<file path="config.mk">
export PLATFORM = sky130hd
export DESIGN_NAME = lebd_edge_unit
export DESIGN_NICKNAME = d
export VERILOG_FILES = /design/src/rtl/lebd_pkg.sv /design/src/rtl/lebd_edge_unit.sv
export SDC_FILE = /design/constraint.sdc
export NUM_CORES = 1
export LEC_CHECK = 0
export BUFFER_PORTS_ARGS = -buffer_cell sky130_fd_sc_hd__clkbuf_2
export CAP_MARGIN = 20
export CORE_MARGIN = 2
export CORE_UTILIZATION = 35
export CTS_BUF_LIST = sky130_fd_sc_hd__clkbuf_2 sky130_fd_sc_hd__clkbuf_4 sky130_fd_sc_hd__clkbuf_8
export DETAILED_ROUTE_END_ITERATION = 8
export GPL_TIMING_DRIVEN = 0
export HOLD_SLACK_MARGIN = 0.02
export PLACE_DENSITY = 0.58
export REMOVE_ABC_BUFFERS = 1
export SETUP_SLACK_MARGIN = 0.2
export SLEW_MARGIN = 20
export SYNTH_ARGS = -nofsm -noshare
export SYNTH_HDL_FRONTEND = slang
export SYNTH_SLANG_ARGS = --single-unit
</file>
<file path="constraint.sdc">
create_clock -name aclk -period 10.75 [get_ports aclk]
set_input_delay 1.6125 -clock aclk [delete_from_list [all_inputs] [get_ports aclk]]
set_output_delay 1.6125 -clock aclk [all_outputs]
set_load 0.02 [all_outputs]
</file>
<file path="src/rtl/lebd_pkg.sv">
// Shared types, constants and helpers for the label edge depth blanker.
package lebd_pkg;

    localparam int LABEL_W   = 24;
    localparam int DEPTH_W   = 16;
    localparam int ROW_W     = 10;
    localparam int OUT_COL_W = 10;
    localparam int CFG_W     = 11;
    localparam int IDX_W     = 2;
    localparam int IN_DATA_W  = 40;
    localparam int OUT_DATA_W = 40;
    localparam int SUM_W     = 10;

    localparam logic [IDX_W-1:0] REG_THRESHOLD = 2'd0;
    localparam logic [IDX_W-1:0] REG_WIDTH     = 2'd1;
    localparam logic [IDX_W-1:0] REG_HEIGHT    = 2'd2;

    localparam logic [CFG_W-1:0] THRESHOLD_RST = 11'd20;
    localparam logic [CFG_W-1:0] WIDTH_RST     = 11'd320;
    localparam logic [CFG_W-1:0] HEIGHT_RST    = 11'd480;
    localparam logic [CFG_W-1:0] MIN_SIZE      = 11'd2;
    localparam logic [CFG_W-1:0] MAX_HEIGHT    = 11'd1024;

    // one output word, depth in the lowest bits
    typedef struct packed {
        logic                 last;
        logic [OUT_COL_W-1:0] col;
        logic [ROW_W-1:0]     row;
        logic [DEPTH_W-1:0]   depth;
    } result_t;

    function automatic logic [SUM_W-1:0] label_sum(input logic [LABEL_W-1:0] lab);
        return SUM_W'(lab[7:0]) + SUM_W'(lab[15:8]) + SUM_W'(lab[23:16]);
    endfunction

endpackage

</file>
<file path="src/rtl/lebd_edge_unit.sv">
// Edge test on the 2x2 anchor, cover logic and output word register.
module lebd_edge_unit #(
    parameter int COL_W = 10
) (
    input  logic                          aclk,
    input  logic                          aresetn,
    input  logic                          s1_valid,
    input  logic [lebd_pkg::LABEL_W-1:0]  s1_label,
    input  logic [lebd_pkg::DEPTH_W-1:0]  s1_depth,
    input  logic [lebd_pkg::ROW_W-1:0]    s1_row,
    input  logic [COL_W-1:0]              s1_col,
    input  logic [lebd_pkg::LABEL_W-1:0]  lab_c,
    input  logic [lebd_pkg::LABEL_W-1:0]  lab_c1,
    input  logic [lebd_pkg::DEPTH_W-1:0]  dep_c,
    input  logic                          flag_c,
    input  logic [lebd_pkg::CFG_W-1:0]    threshold,
    input  logic [COL_W:0]                width,
    input  logic [lebd_pkg::CFG_W-1:0]    height,
    output logic                          s1_done,
    output logic                          flag_we,
    output logic [COL_W-1:0]              flag_waddr,
    output logic                          flag_wdata,
    output logic                          m_valid,
    input  logic                          m_ready,
    output lebd_pkg::result_t             m_result
);

    localparam int WW = COL_W + 1;

    logic                        phase_reg;
    logic                        phase_next;
    logic [1:0]                  prev_flags_reg;
    logic [1:0]                  prev_flags_next;
    logic                        m_valid_reg;
    logic                        m_valid_next;
    lebd_pkg::result_t           m_data_reg;
    lebd_pkg::result_t           m_data_next;

    logic [lebd_pkg::OUT_COL_W-1:0] col_out;
    logic [WW-1:0]               col_inc;
    logic                        has_up;
    logic                        has_cur;
    logic                        out_ok;
    logic                        emit;
    logic [lebd_pkg::CFG_W-1:0]  s_centre;
    logic [lebd_pkg::CFG_W-1:0]  s_other;
    logic signed [lebd_pkg::CFG_W:0] diff;
    logic [lebd_pkg::CFG_W-1:0]  mag;
    logic                        anchor;
    logic                        old_flag;
    logic [1:0]                  pf;
    logic                        cover_up;
    logic                        cover_cur;

    generate
        if (COL_W >= lebd_pkg::OUT_COL_W) begin : g_col_trunc
            assign col_out = s1_col[lebd_pkg::OUT_COL_W-1:0];
        end else begin : g_col_ext
            assign col_out = {{(lebd_pkg::OUT_COL_W-COL_W){1'b0}}, s1_col};
        end
    endgenerate

    assign col_inc  = {1'b0, s1_col} + WW'(1);
    assign has_up   = (s1_row != '0);
    assign has_cur  = has_up && ((lebd_pkg::CFG_W'(s1_row) + lebd_pkg::CFG_W'(1)) == height);
    assign out_ok   = !m_valid_reg || m_ready;
    assign emit     = s1_valid && has_up && out_ok;
    assign s1_done  = s1_valid && (!has_up || (out_ok && (phase_reg || !has_cur)));

    // centre counted twice against right plus down
    assign s_centre = {lebd_pkg::label_sum(lab_c), 1'b0};
    assign s_other  = lebd_pkg::CFG_W'(lebd_pkg::label_sum(lab_c1))
                    + lebd_pkg::CFG_W'(lebd_pkg::label_sum(s1_label));
    assign diff     = $signed({1'b0, s_other}) - $signed({1'b0, s_centre});
    assign mag      = diff[lebd_pkg::CFG_W] ? lebd_pkg::CFG_W'(-diff)
                                            : diff[lebd_pkg::CFG_W-1:0];
    assign anchor   = (col_inc < width) && (mag >= threshold);
    assign old_flag = flag_c && (s1_row >= lebd_pkg::ROW_W'(2));
    assign pf       = (s1_col == '0) ? 2'b00 : prev_flags_reg;
    assign cover_up  = old_flag | anchor | pf[0] | pf[1];
    assign cover_cur = anchor | pf[0];

    always_comb begin
        phase_next      = phase_reg;
        prev_flags_next = prev_flags_reg;
        m_valid_next    = m_valid_reg;
        m_data_next     = m_data_reg;
        if (s1_done) begin
            phase_next      = 1'b0;
            prev_flags_next = has_up ? {old_flag, anchor} : pf;
        end else if (emit) begin
            phase_next = 1'b1;
        end
        if (emit) begin
            m_valid_next = 1'b1;
            m_data_next.col = col_out;
            if (!phase_reg) begin
                m_data_next.depth = cover_up ? '0 : dep_c;
                m_data_next.row   = s1_row - lebd_pkg::ROW_W'(1);
                m_data_next.last  = 1'b0;
            end else begin
                m_data_next.depth = cover_cur ? '0 : s1_depth;
                m_data_next.row   = s1_row;
                m_data_next.last  = (col_inc == width);
            end
        end else if (m_ready) begin
            m_valid_next = 1'b0;
        end
    end

    always_ff @(posedge aclk) begin
        if (!aresetn) begin
            phase_reg      <= 1'b0;
            prev_flags_reg <= 2'b00;
            m_valid_reg    <= 1'b0;
        end else begin
            phase_reg      <= phase_next;
            prev_flags_reg <= prev_flags_next;
            m_valid_reg    <= m_valid_next;
        end
    end

    always_ff @(posedge aclk) begin
        m_data_reg <= m_data_next;
    end

    assign flag_we    = s1_done && has_up;
    assign flag_waddr = s1_col;
    assign flag_wdata = anchor;
    assign m_valid    = m_valid_reg;
    assign m_result   = m_data_reg;

endmodule

</file>
# --- Word-level counts from Yosys, hierarchy flattened ---
# Index checks and enable logic that the tools add are counted.
# Widths: inputs -> output; s select.
totals:
  input_bits: 162
  regBits: 41
  wordCells: 55
classes:
  eq_ne: 2
  bitwise_logic: 5
  n_reduce_logical: 18
  add_sub_neg: 12
  muxes: 8
  n_lt_le_gt_ge: 3
op_table:
  columns: ["cell", "count"]
  rows:
  - ["$mux 16", 2]
  - ["$add 9x8->10", 3]
  - ["$add 8x8->9", 3]
  - ["$mux 26", 1]
  - ["$add 10x1->11 const B", 2]
  - ["$eq 11x11->1", 2]
  - ["$sub 11x11->12", 1]
  - ["$add 10x10->11", 1]
  - ["$ge 11x11->1", 1]
  - ["$lt 11x11->1", 1]
  - ["$mux 11", 1]
  - ["$neg 11->11", 1]
  - ["$ge 10x2->1 const B", 1]
  - ["$logic_not 10->1", 1]
  - ["$reduce_bool 10->1", 1]
  - ["$sub 10x1->10 const B", 1]
  - ["$logic_and 1x1->1", 8]
  - ["$mux 2", 2]
  - ["$or 1x1->1", 4]
  - ["$logic_not 1->1", 3]
  - ["$logic_or 1x1->1", 3]
  - ["$mux 1", 2]
  - ["$reduce_bool 2->1", 1]
  - ["$reduce_or 2->1", 1]
  - ["$not 1->1", 1]

# --- Depth between registers and ports, before layout ---
# Gate-level depths: netlist (run 1).
depth:
  depth_word: 13
  depth_mapped: 32

# --- Least setup slack after synthesis (run 1) ---
# OpenSTA, ideal clock, no wires.
synth_path:
  path_type: "input port to output port"
  from: "input port lab_c[1] (netlist bit)"
  to: "output port flag_wdata"
  slack_ps: 589
  arrival_ps: 8548
  n_path_buf: 3
  required_ps: 9137
  path_stages: 28
  cell_sequence: "inv_1 -> fa_1 -> inv_1 -> ha_1 -> fa_1 -> a21o_1 -> a21oi_1 -> xnor2_1 -> fa_1 -> fa_1 -> fa_1 -> inv_1 -> fa_1 -> ha_1 -> clkbuf_1 -> or3_1 -> a311o_1 -> a31oi_1 -> nand4b_2 -> mux2_2 -> ha_1 -> nand2_1 -> o21ai_0 -> a41oi_1 -> o31ai_1 -> and3_1 -> clkbuf_1 -> buf_2"
synth_via:
  elab_chain_len: 7
synth_lines:
  columns: ["element", "line_no", "rtl"]
  rows:
  - ["start, declared", "lebd_edge_unit.sv:12", "input logic [lebd_pkg::LABEL_W-1:0] lab_c,"]
  - ["$add 8x8->9 *", "lebd_pkg.sv:33", "return SUM_W'(lab[7:0]) + SUM_W'(lab[15:8]) + SUM_W'(lab[23:16]);"]
  - ["$add 9x8->10 *", "lebd_pkg.sv:33", null]
  - ["$sub 11x11->12 *", "lebd_edge_unit.sv:74", "assign diff = $signed({1'b0, s_other}) - $signed({1'b0, s_centre});"]
  - ["$neg 11->11", "lebd_edge_unit.sv:75", "assign mag = diff[lebd_pkg::CFG_W] ? lebd_pkg::CFG_W'(-diff)"]
  - ["$mux 11 *", "lebd_edge_unit.sv:75", null]
  - ["$ge 11x11->1 *", "lebd_edge_unit.sv:77", "assign anchor = (col_inc < width) && (mag >= threshold);"]
  - ["$logic_and 1x1->1 *", "lebd_edge_unit.sv:77", null]
  - ["end, declared", "lebd_edge_unit.sv:22", "output logic flag_wdata,"]
# Every way passes the cells marked *; elsewhere a longest branch is shown, timed or not.

# --- Worst setup path after layout (run 1) ---
# Ends and elaborated chain as after synthesis.

==> impl_metrics.env, run 1 <==
export IMPL_finalHoldViolations=0
export IMPL_cap_violations=0
export IMPL_slowest_stage="fa_1"
export IMPL_n_antenna_cell=0
export IMPL_cts_tree="done"
export IMPL_slew_viol_final=0
export IMPL_insertion_delay_ns=0.30
export IMPL_grt_max_degree=39
export IMPL_synth_compound_area_share_pct=12.8
export IMPL_die_h_um=125
export IMPL_io_pins=213
export IMPL_yosysTopAreaCellShare_pct=21.7
export IMPL_crit_type="primary input to output port"
export IMPL_rows=44
export IMPL_hold_class="flip-flop to flip-flop"
export IMPL_io_buffers=212
export IMPL_die_width_um=125
export IMPL_hpwl_um=10700
export IMPL_wl_um=12100
export IMPL_max_slew_margin_pct=50.4
export IMPL_grt_pass1_vias=4520
export IMPL_largest_register_ff_count=37
export IMPL_cts_buffer_depth=2
export IMPL_rsz0062_at_grt="no"
export IMPL_tightest_slew_ns=0.743
export IMPL_routed_via_density=4.89
export IMPL_cp_max_fo=10
export IMPL_drc=0
export IMPL_cts_buffers_inserted=5
export IMPL_fin_worst_skew_ns=0.00617
export IMPL_max_stage_delay_ns=0.54
export IMPL_nets=984
export IMPL_drt_iter0_markers=182
export IMPL_synth_area_top_cells="edfxtp_1, fa_1, ha_1"
export IMPL_synthArstFlopShare_pct=0
export IMPL_required_ns=9.14
export IMPL_final_setup_viol_count=0
export IMPL_syn_area_sq_um=5120
export IMPL_synth_top_family_by_area="adder cells"
export IMPL_cp_common_cell="fa_1"
export IMPL_yosys_area_share_simple_pct=13.4
export IMPL_htreeDepth=2
export IMPL_cts_root_buf="clkbuf_8"
export IMPL_cts_sinks=41
export IMPL_synth_largest_area_cell="edfxtp_1"
export IMPL_groute_usage_overall_pct=15.5
export IMPL_syn_area_per_cell_sq_um=9.69
export IMPL_ys_seq_elements=41
export IMPL_start_kind="primary input"
export IMPL_clk_transition_reported_paths_ns=0.08
export IMPL_synth_edf_count=37
export IMPL_synth_fa_ha_area_share_pct=31.2
export IMPL_areaGrowthSynthToFinish_pct=24.9
export IMPL_synth_main_ff_cell="edfxtp_1"
export IMPL_synth_cell_types=58
export IMPL_core_sq_um=14400
export IMPL_dr_pass1_iters=4
export IMPL_ys_seq_area_share_pct=23.3
export IMPL_vias=4434
export IMPL_period_needed_ns=10.15
export IMPL_syn_inst=528
export IMPL_critPathCaptureType="output port"
export IMPL_fin_crit_sh_pct=94.4
export IMPL_antenna_found_initial=0
export IMPL_ant_nets=0
export IMPL_hold_worst_slack_ns=0.491
export IMPL_maxClockFrequency_ghz=0.0985
export IMPL_initial_core_util_pct=35.5
export IMPL_dieArea_sq_um=15600
export IMPL_synth_xor_area_share_pct=8.22
export IMPL_wl_per_cell_um=13.4
export IMPL_yosys_mux_area_fraction_pct=1.03
export IMPL_layout_drive_gt1_share_pct=34.6
export IMPL_gp_routability_congestion=0.908
export IMPL_worstPathArrival_ns=8.54
export IMPL_grt_ovfl_total=0
export IMPL_grt_pass1_wl_um=20100
export IMPL_outcome="finished, final reports clean"
export IMPL_yosysWarnings=0
[synth_stat cells, types with 2 or more instances]
cell and number:
inv_1 91, ha_1 54, fa_1 46, edfxtp_1 37, xnor2_1 24, xor2_1 24
nor2_1 22, a21oi_1 18, a22oi_1 16, nand3_1 16, nand2_1 14, nor3_1 13
o21ai_0 12, buf_4 11, nor2_2 10, a21o_1 9, nor2b_1 9, and3_1 8
a31oi_1 7, nand4_1 7, buf_2 6, nor4_1 6, o21bai_1 6, clkbuf_1 5
or3_1 5, dfxtp_1 4, o21a_1 4, buf_6 3, mux2i_1 3, nand2b_1 3
a211o_1 2, a41oi_1 2, mux2_2 2, nand4b_1 2, nor3_4 2, o31ai_1 2
o41ai_1 2
[worst paths after layout]
kind	from	to	slack, ns	cells past startpoint
worst max-delay path	lab_c[1]	flag_wdata	0.60	27
worst min-delay path	prev_flags_reg[1]	prev_flags_reg[1]	0.49	2
worst max register to register	phase_reg	m_result[12]	8.99	3
worst min register to register	prev_flags_reg[1]	prev_flags_reg[1]	0.49	2
[placed cells by master (no fill, tap or decap), drive strengths merged, types with 2 or more instances in the layout]
cell type	count
o41ai	2
mux2	2
o21a	4
nand2	14
o21bai	6
and3	8
dfxtp	4
xnor2	24
nand2b	3
edfxtp	37
o31ai	2
nor4	6
nand4b	3
fa	46
inv	91
xor2	24
nand3	16
nand4	7
o21ai	13
nor3	15
ha	54
a21oi	18
or3	5
a21o	9
clkbuf	218
nor2	32
a21boi	3
a22oi	16
a211o	2
a31oi	8
nor2b	9
mux2i	3
a41oi	2
a221oi	2
[routing by layer]
layer | GRT usage [%] | share of wire [%]
met5 | 0 | 0
met4 | 5.23 | 2.7
met3 | 2.41 | 5.9
met2 | 28.6 | 51
met1 | 18.2 | 40
[stage by stage]
step / TNS, ns / instance area, sq um / util [%] / std cells / setup slack, ns
after floorplan: 0 / 4940 / - / 502 / 0.706
after global placement: -0.322 / 6230 / 43.2 / 898 / -0.322
after detailed placement: -0.417 / 6230 / 43.2 / 898 / -0.417
after CTS: 0 / 6370 / 44.1 / 907 / 0.323
after global routing: 0 / 6390 / 44.3 / 907 / 0.216
final: 0 / 6390 / 44.3 / 907 / 0.598
[repair_timing]
item,in CTS,in global routing
pin swaps,1,2
gates resized for setup,3,6
setup buffers,1,0
hold buffers,0,0
endpoints found under the setup margin,1,1
[final cells by class]
cell class,instances,area [sq um]
Multi-Input combinational cell,370,3450
Tap cell,184,230
Clock inverter,2,38.8
Inverter,91,342
Clock buffer,6,76.3
Sequential cell,41,1190
Timing Repair Buffer,213,1070
Fill cell,1421,8030
[kinds of logic after synthesis]
logic type	Yosys count
compound gates	94
xor+xnor	48
fa+ha+maj	100
buf+inv	117
flops	41
mux	5
simple gates	123
[worst max-delay path, delay by kind of cell]
| kind | cells | cell delay, ns |
|---|---|---|
| AOI/OAI and AO/OA | 7 | 1.51 |
| xor gates and xnor gates | 1 | 0.17 |
| adders and majority gates | 9 | 3.66 |
| buffers and inverters | 5 | 0.39 |
| muxes | 1 | 0.36 |
| and+or+nand+nor | 4 | 0.84 |
Power of run 1 is left out: the tool's default activity adds up to more than one toggle a clock period on the data nets, which glitch-free logic cannot reach.
==> run 2, diff against run 1 <==
--- a/config.mk
+++ b/config.mk
@@ -7,13 +7,15 @@
 export LEC_CHECK = 0
 export BUFFER_PORTS_ARGS = -buffer_cell sky130_fd_sc_hd__clkbuf_2
 export CAP_MARGIN = 20
+export CELL_PAD_IN_SITES_DETAIL_PLACEMENT = 0
+export CELL_PAD_IN_SITES_GLOBAL_PLACEMENT = 1
 export CORE_MARGIN = 2
 export CORE_UTILIZATION = 35
 export CTS_BUF_LIST = sky130_fd_sc_hd__clkbuf_2 sky130_fd_sc_hd__clkbuf_4 sky130_fd_sc_hd__clkbuf_8
 export DETAILED_ROUTE_END_ITERATION = 8
 export GPL_TIMING_DRIVEN = 0
 export HOLD_SLACK_MARGIN = 0.02
-export PLACE_DENSITY = 0.58
+export PLACE_DENSITY = 0.76
 export REMOVE_ABC_BUFFERS = 1
 export SETUP_SLACK_MARGIN = 0.2
 export SLEW_MARGIN = 20
==> constraint.sdc (replaced) <==
create_clock -name aclk -period 10.45 [get_ports aclk]
set_input_delay 1.5675 -clock aclk [delete_from_list [all_inputs] [get_ports aclk]]
set_output_delay 1.5675 -clock aclk [all_outputs]
set_load 0.02 [all_outputs]
==> impl_metrics.env, run 2 (synthesis gave the netlist of run 1 again) <==
export IMPL_worstPathArrival_ns=8.37
export IMPL_hpwl_um=10800
export IMPL_antenna_found_initial=0
export IMPL_placed_area_sq_um=6230
export IMPL_cts_buffer_depth=2
export IMPL_stdcell_area_sq_um=6450
export IMPL_groute_usage_overall_pct=15.8
export IMPL_wl_per_cell_um=13.6
export IMPL_fin_worst_skew_ns=0.00534
export IMPL_grt_ovfl_total=0
export IMPL_cts_tree="done"
export IMPL_tightest_slew_ns=0.746
export IMPL_max_slew_margin_pct=50.2
export IMPL_gp_routability_congestion=0.852
export IMPL_fin_crit_sh_pct=95.1
export IMPL_wl_um=12400
export IMPL_clk_transition_reported_paths_ns=0.07
export IMPL_critPathCaptureType="output port"
export IMPL_routed_via_density=4.92
export IMPL_finalHoldViolations=0
export IMPL_drt_iter0_markers=202
export IMPL_cap_violations=0
export IMPL_ant_nets=0
export IMPL_die_width_um=125
export IMPL_layout_common_cells="clkbuf_2, inv_1, ha_1, fa_1, edfxtp_1"
export IMPL_io_buffers=212
export IMPL_final_setup_viol_count=0
export IMPL_outcome="finished, final reports clean"
export IMPL_die_h_um=125
export IMPL_dr_pass1_iters=6
export IMPL_grt_max_degree=39
export IMPL_maxClockFrequency_ghz=0.101
export IMPL_slew_viol_final=0
export IMPL_period_needed_ns=9.94
export IMPL_initial_core_util_pct=35.5
export IMPL_core_sq_um=14400
export IMPL_areaGrowthSynthToFinish_pct=26.1
export IMPL_largest_register_ff_count=37
export IMPL_crit_type="primary input to output port"
export IMPL_grt_pass1_vias=4549
export IMPL_io_pins=213
export IMPL_n_antenna_cell=0
export IMPL_cts_root_buf="clkbuf_8"
export IMPL_grt_pass1_wl_um=20500
export IMPL_cts_hold_buf=0
export IMPL_layout_commonest_cell="clkbuf_2"
export IMPL_required_ns=8.88
export IMPL_hold_class="flip-flop to flip-flop"
export IMPL_cts_buffers_inserted=5
export IMPL_fill_cells=1419
export IMPL_rsz0062_at_grt="no"
export IMPL_drc=0
export IMPL_start_kind="primary input"
export IMPL_layout_drive_gt1_share_pct=35.6
export IMPL_cp_max_fo=8
export IMPL_cts_sinks=41
export IMPL_dieArea_sq_um=15600
export IMPL_hold_worst_slack_ns=0.482
export IMPL_rows=44
export IMPL_htreeDepth=2
export IMPL_nets=988
export IMPL_vias=4483
export IMPL_insertion_delay_ns=0.30
-- run 2: cell types whose count changed in the layout (fill, tap and decap cells not counted), moves of 2 or more --
cell / before / now
xnor2_2: 0 / 2
clkinvlp_4: 0 / 2
xnor2_1: 24 / 22
ha_2: 2 / 0
buf_4: 1 / 6
ha_4: 0 / 2
-- run 2: final timing paths --
check | endpoint | cells past startpoint | slack [ns] | startpoint
min reg2reg | prev_flags_reg[1] | 2 | 0.48 | prev_flags_reg[1]
max reg2reg | prev_flags_reg[1] | 4 | 8.73 | phase_reg
min | prev_flags_reg[1] | 2 | 0.48 | prev_flags_reg[1]
max | flag_wdata | 27 | 0.51 | lab_c[2]
-- run 2: worst max-delay path: stages --
cell	delay, ns
clkbuf_2	0.09
fa_1	0.61
ha_1	0.26
a21o_1	0.17
a21oi_2	0.17
o21bai_1	0.10
a21oi_2	0.20
xnor2_2	0.16
fa_1	0.47
fa_1	0.52
fa_1	0.54
inv_1	0.05
fa_1	0.48
ha_4	0.19
or3_1	0.36
a311o_1	0.38
nand4_1	0.15
nand4b_4	0.17
a21oi_1	0.19
xor2_1	0.18
ha_1	0.26
a21o_1	0.16
a211o_1	0.28
a41oi_1	0.20
o31ai_2	0.12
and3_4	0.18
buf_4	0.16
-- run 2: per-stage QoR --
step,utilization [%],instances,setup TNS (ns),setup slack (ns)
CTS,44.0,907,0,0.222
global placement,43.2,898,-0.465,-0.465
global route,44.7,911,0,0.178
floorplan,-,502,0,0.496
detailed placement,43.2,898,-0.568,-0.568
finish,44.7,911,0,0.512
-- run 2: timing repair --
| action | 4_1_cts | 5_1_grt |
|---|---|---|
| endpoints found under the setup margin | 1 | 1 |
| gates resized for setup | 3 | 17 |
| setup buffers | 1 | 4 |
| pin swaps | 2 | 15 |
-- run 2: final cells by class --
| cell class | count | area, sq um | share of cell area, % |
|---|---|---|---|
| Clock inverter | 2 | 15.0 | 0.233 |
| Clock buffer | 6 | 76.3 | 1.18 |
| Timing Repair Buffer | 217 | 1100 | 17.1 |
| Tap cell | 184 | 230 | 3.57 |
| Inverter | 91 | 342 | 5.29 |
| Sequential cell | 41 | 1190 | 18.5 |
| Multi-Input combinational cell | 370 | 3500 | 54.2 |
-- run 2: routing by layer --
| metal | part of all wire [%] | vias up | GRT usage (%) |
|---|---|---|---|
| met5 | 0 | - | 0 |
| met4 | 2.0 | 0 | 5.10 |
| met3 | 6.5 | 19 | 2.53 |
| met2 | 51 | 163 | 29.1 |
| met1 | 40 | 2112 | 18.7 |
| li1 | - | 2189 | - |
Power of run 2 is left out for the same reason.
==> run 3, diff against run 2 <==
--- a/config.mk
+++ b/config.mk
@@ -5,18 +5,17 @@
 export SDC_FILE = /design/constraint.sdc
 export NUM_CORES = 1
 export LEC_CHECK = 0
+export ABC_CLOCK_PERIOD_IN_PS = 10450
 export BUFFER_PORTS_ARGS = -buffer_cell sky130_fd_sc_hd__clkbuf_2
 export CAP_MARGIN = 20
 export CELL_PAD_IN_SITES_DETAIL_PLACEMENT = 0
 export CELL_PAD_IN_SITES_GLOBAL_PLACEMENT = 1
-export CORE_MARGIN = 2
 export CORE_UTILIZATION = 35
 export CTS_BUF_LIST = sky130_fd_sc_hd__clkbuf_2 sky130_fd_sc_hd__clkbuf_4 sky130_fd_sc_hd__clkbuf_8
 export DETAILED_ROUTE_END_ITERATION = 8
 export GPL_TIMING_DRIVEN = 0
 export HOLD_SLACK_MARGIN = 0.02
 export PLACE_DENSITY = 0.76
-export REMOVE_ABC_BUFFERS = 1
 export SETUP_SLACK_MARGIN = 0.2
 export SLEW_MARGIN = 20
 export SYNTH_ARGS = -nofsm -noshare
==> impl_metrics.env, run 3 (synthesis gave the netlist of run 1 again) <==
export IMPL_groute_usage_overall_pct=16.5
export IMPL_drc=0
export IMPL_holdPathStages=2
export IMPL_wl_per_cell_um=13.7
export IMPL_cts_buffer_depth=2
export IMPL_path_delay_family="adder cells"
export IMPL_fin_worst_skew_ns=0.00821
export IMPL_insertion_delay_ns=0.30
export IMPL_nets=1019
export IMPL_cp_max_fo=5
export IMPL_required_ns=8.88
export IMPL_start_kind="primary input"
export IMPL_critPathBufInv=8
export IMPL_die_width_um=123
export IMPL_cts_buffers_inserted=5
export IMPL_crit_type="primary input to output port"
export IMPL_fill_cells=1371
export IMPL_top_layer="met4"
export IMPL_worstPathArrival_ns=8.49
export IMPL_grt_pass1_wl_um=19500
export IMPL_dr_pass1_iters=4
export IMPL_rows=43
export IMPL_gp_routability_congestion=0.867
export IMPL_finalHoldViolations=0
export IMPL_dieArea_sq_um=15100
export IMPL_maxClockFrequency_ghz=0.0995
export IMPL_critPathCaptureType="output port"
export IMPL_wl_met1_um=5100
export IMPL_hold_class="flip-flop to flip-flop"
export IMPL_hold_start="prev_flags_reg[1]"
export IMPL_tns_ns=0
export IMPL_r2r_cells=5
export IMPL_wl_met3_um=784
export IMPL_met2_length_um=6820
export IMPL_cts_root_buf="clkbuf_8"
export IMPL_max_stage_delay_ns=0.52
export IMPL_core_sq_um=14100
export IMPL_layout_common_cells="clkbuf_2, inv_1, ha_1, fa_1, edfxtp_1"
export IMPL_cts_sinks=41
export IMPL_layout_commonest_cell="clkbuf_2"
export IMPL_register_area_sq_um=1190
export IMPL_slowest_stage="fa_1"
export IMPL_cts_tree="done"
export IMPL_n_antenna_cell=0
export IMPL_period_needed_ns=10.06
export IMPL_cts_hold_buf=0
export IMPL_grt_max_degree=39
export IMPL_largest_register_ff_count=37
export IMPL_layout_drive_gt1_share_pct=39.4
export IMPL_outcome="finished, final reports clean"
export IMPL_fin_crit_sh_pct=96.2
export IMPL_cap_violations=0
export IMPL_die_h_um=123
export IMPL_final_setup_viol_count=0
export IMPL_grt_ovfl_total=0
export IMPL_reg2reg_from="m_valid"
export IMPL_hpwl_um=11100
export IMPL_syn_nets=790
export IMPL_drt_iter0_markers=153
export IMPL_grt_pass1_vias=4363
export IMPL_initial_core_util_pct=36.3
export IMPL_routed_via_density=4.82
export IMPL_antenna_found_initial=0
export IMPL_min_to="prev_flags_reg[1]"
export IMPL_multiInputGateArea_sq_um=3560
export IMPL_max_slew_margin_pct=49.4
export IMPL_io_buffers=206
export IMPL_htreeDepth=2
export IMPL_wl_um=12900
export IMPL_reg2reg_slack_ns=8.85
export IMPL_areaGrowthSynthToFinish_pct=33.2
export IMPL_timing_rr_end="phase_reg"
export IMPL_clk_transition_reported_paths_ns=0.08
export IMPL_vias=4521
export IMPL_ant_nets=0
export IMPL_slew_viol_final=0
export IMPL_tightest_slew_ns=0.757
export IMPL_io_pins=213
export IMPL_rsz0062_at_grt="yes"
==> run 3: repair_timing <==
item	CTS	global route
pin swaps	17	27
gates cloned	1	1
gates resized for setup	25	21
setup buffers	10	4
setup endpoints to repair	1	1
==> run 3: cell type report <==
class / count / share of cell area, %
multi-input cells: 371 / 52.3
plain buffers: 26 / 3.01
flip-flops and latches: 41 / 17.5
inverters: 91 / 5.01
repair buffers: 221 / 17.2
clock buffers: 6 / 1.12
well taps: 180 / 3.31
clock inverters: 2 / 0.569
==> run 3: layer usage <==
metal	vias up	global-route usage, %
met5	-	0
li1	2262	-
met2	156	31.7
met1	2091	18.9
met4	0	4.65
met3	12	1.89
==> run 3: per-stage QoR <==
step / cell area, sq um / hold WS, ns / std cells / utilization, % / setup WS [ns]
finish: 6810 / 0.475 / 938 / 48.3 / 0.395
global route: 6810 / 0.528 / 938 / 48.3 / 0.110
CTS: 6670 / 0.477 / 933 / 47.3 / 0.220
detailed placement: 6370 / 0.462 / 914 / 45.2 / -0.754
global placement: 6370 / 0.455 / 914 / 45.2 / -0.593
floorplan: 5120 / 0.447 / 528 / - / 0.379
==> run 3: worst max path at each step <==
stage / startpoint / end / slack (ns) / depth (start not counted)
global route: lab_c[17] / flag_wdata / 0.11 / 31
floorplan: lab_c[1] / flag_wdata / 0.38 / 28
finish: lab_c[17] / flag_wdata / 0.39 / 31
detailed placement: lab_c[1] / flag_wdata / -0.75 / 30
CTS: lab_c[1] / flag_wdata / 0.22 / 32
global placement: lab_c[1] / flag_wdata / -0.59 / 30
==> run 3: worst min-delay path, cell delays in order, from the launching register on <==
cell	delay (ns)
dfxtp_1	0.32
nand3_1	0.06
mux2i_1	0.06
Power of run 3 is left out for the same reason.
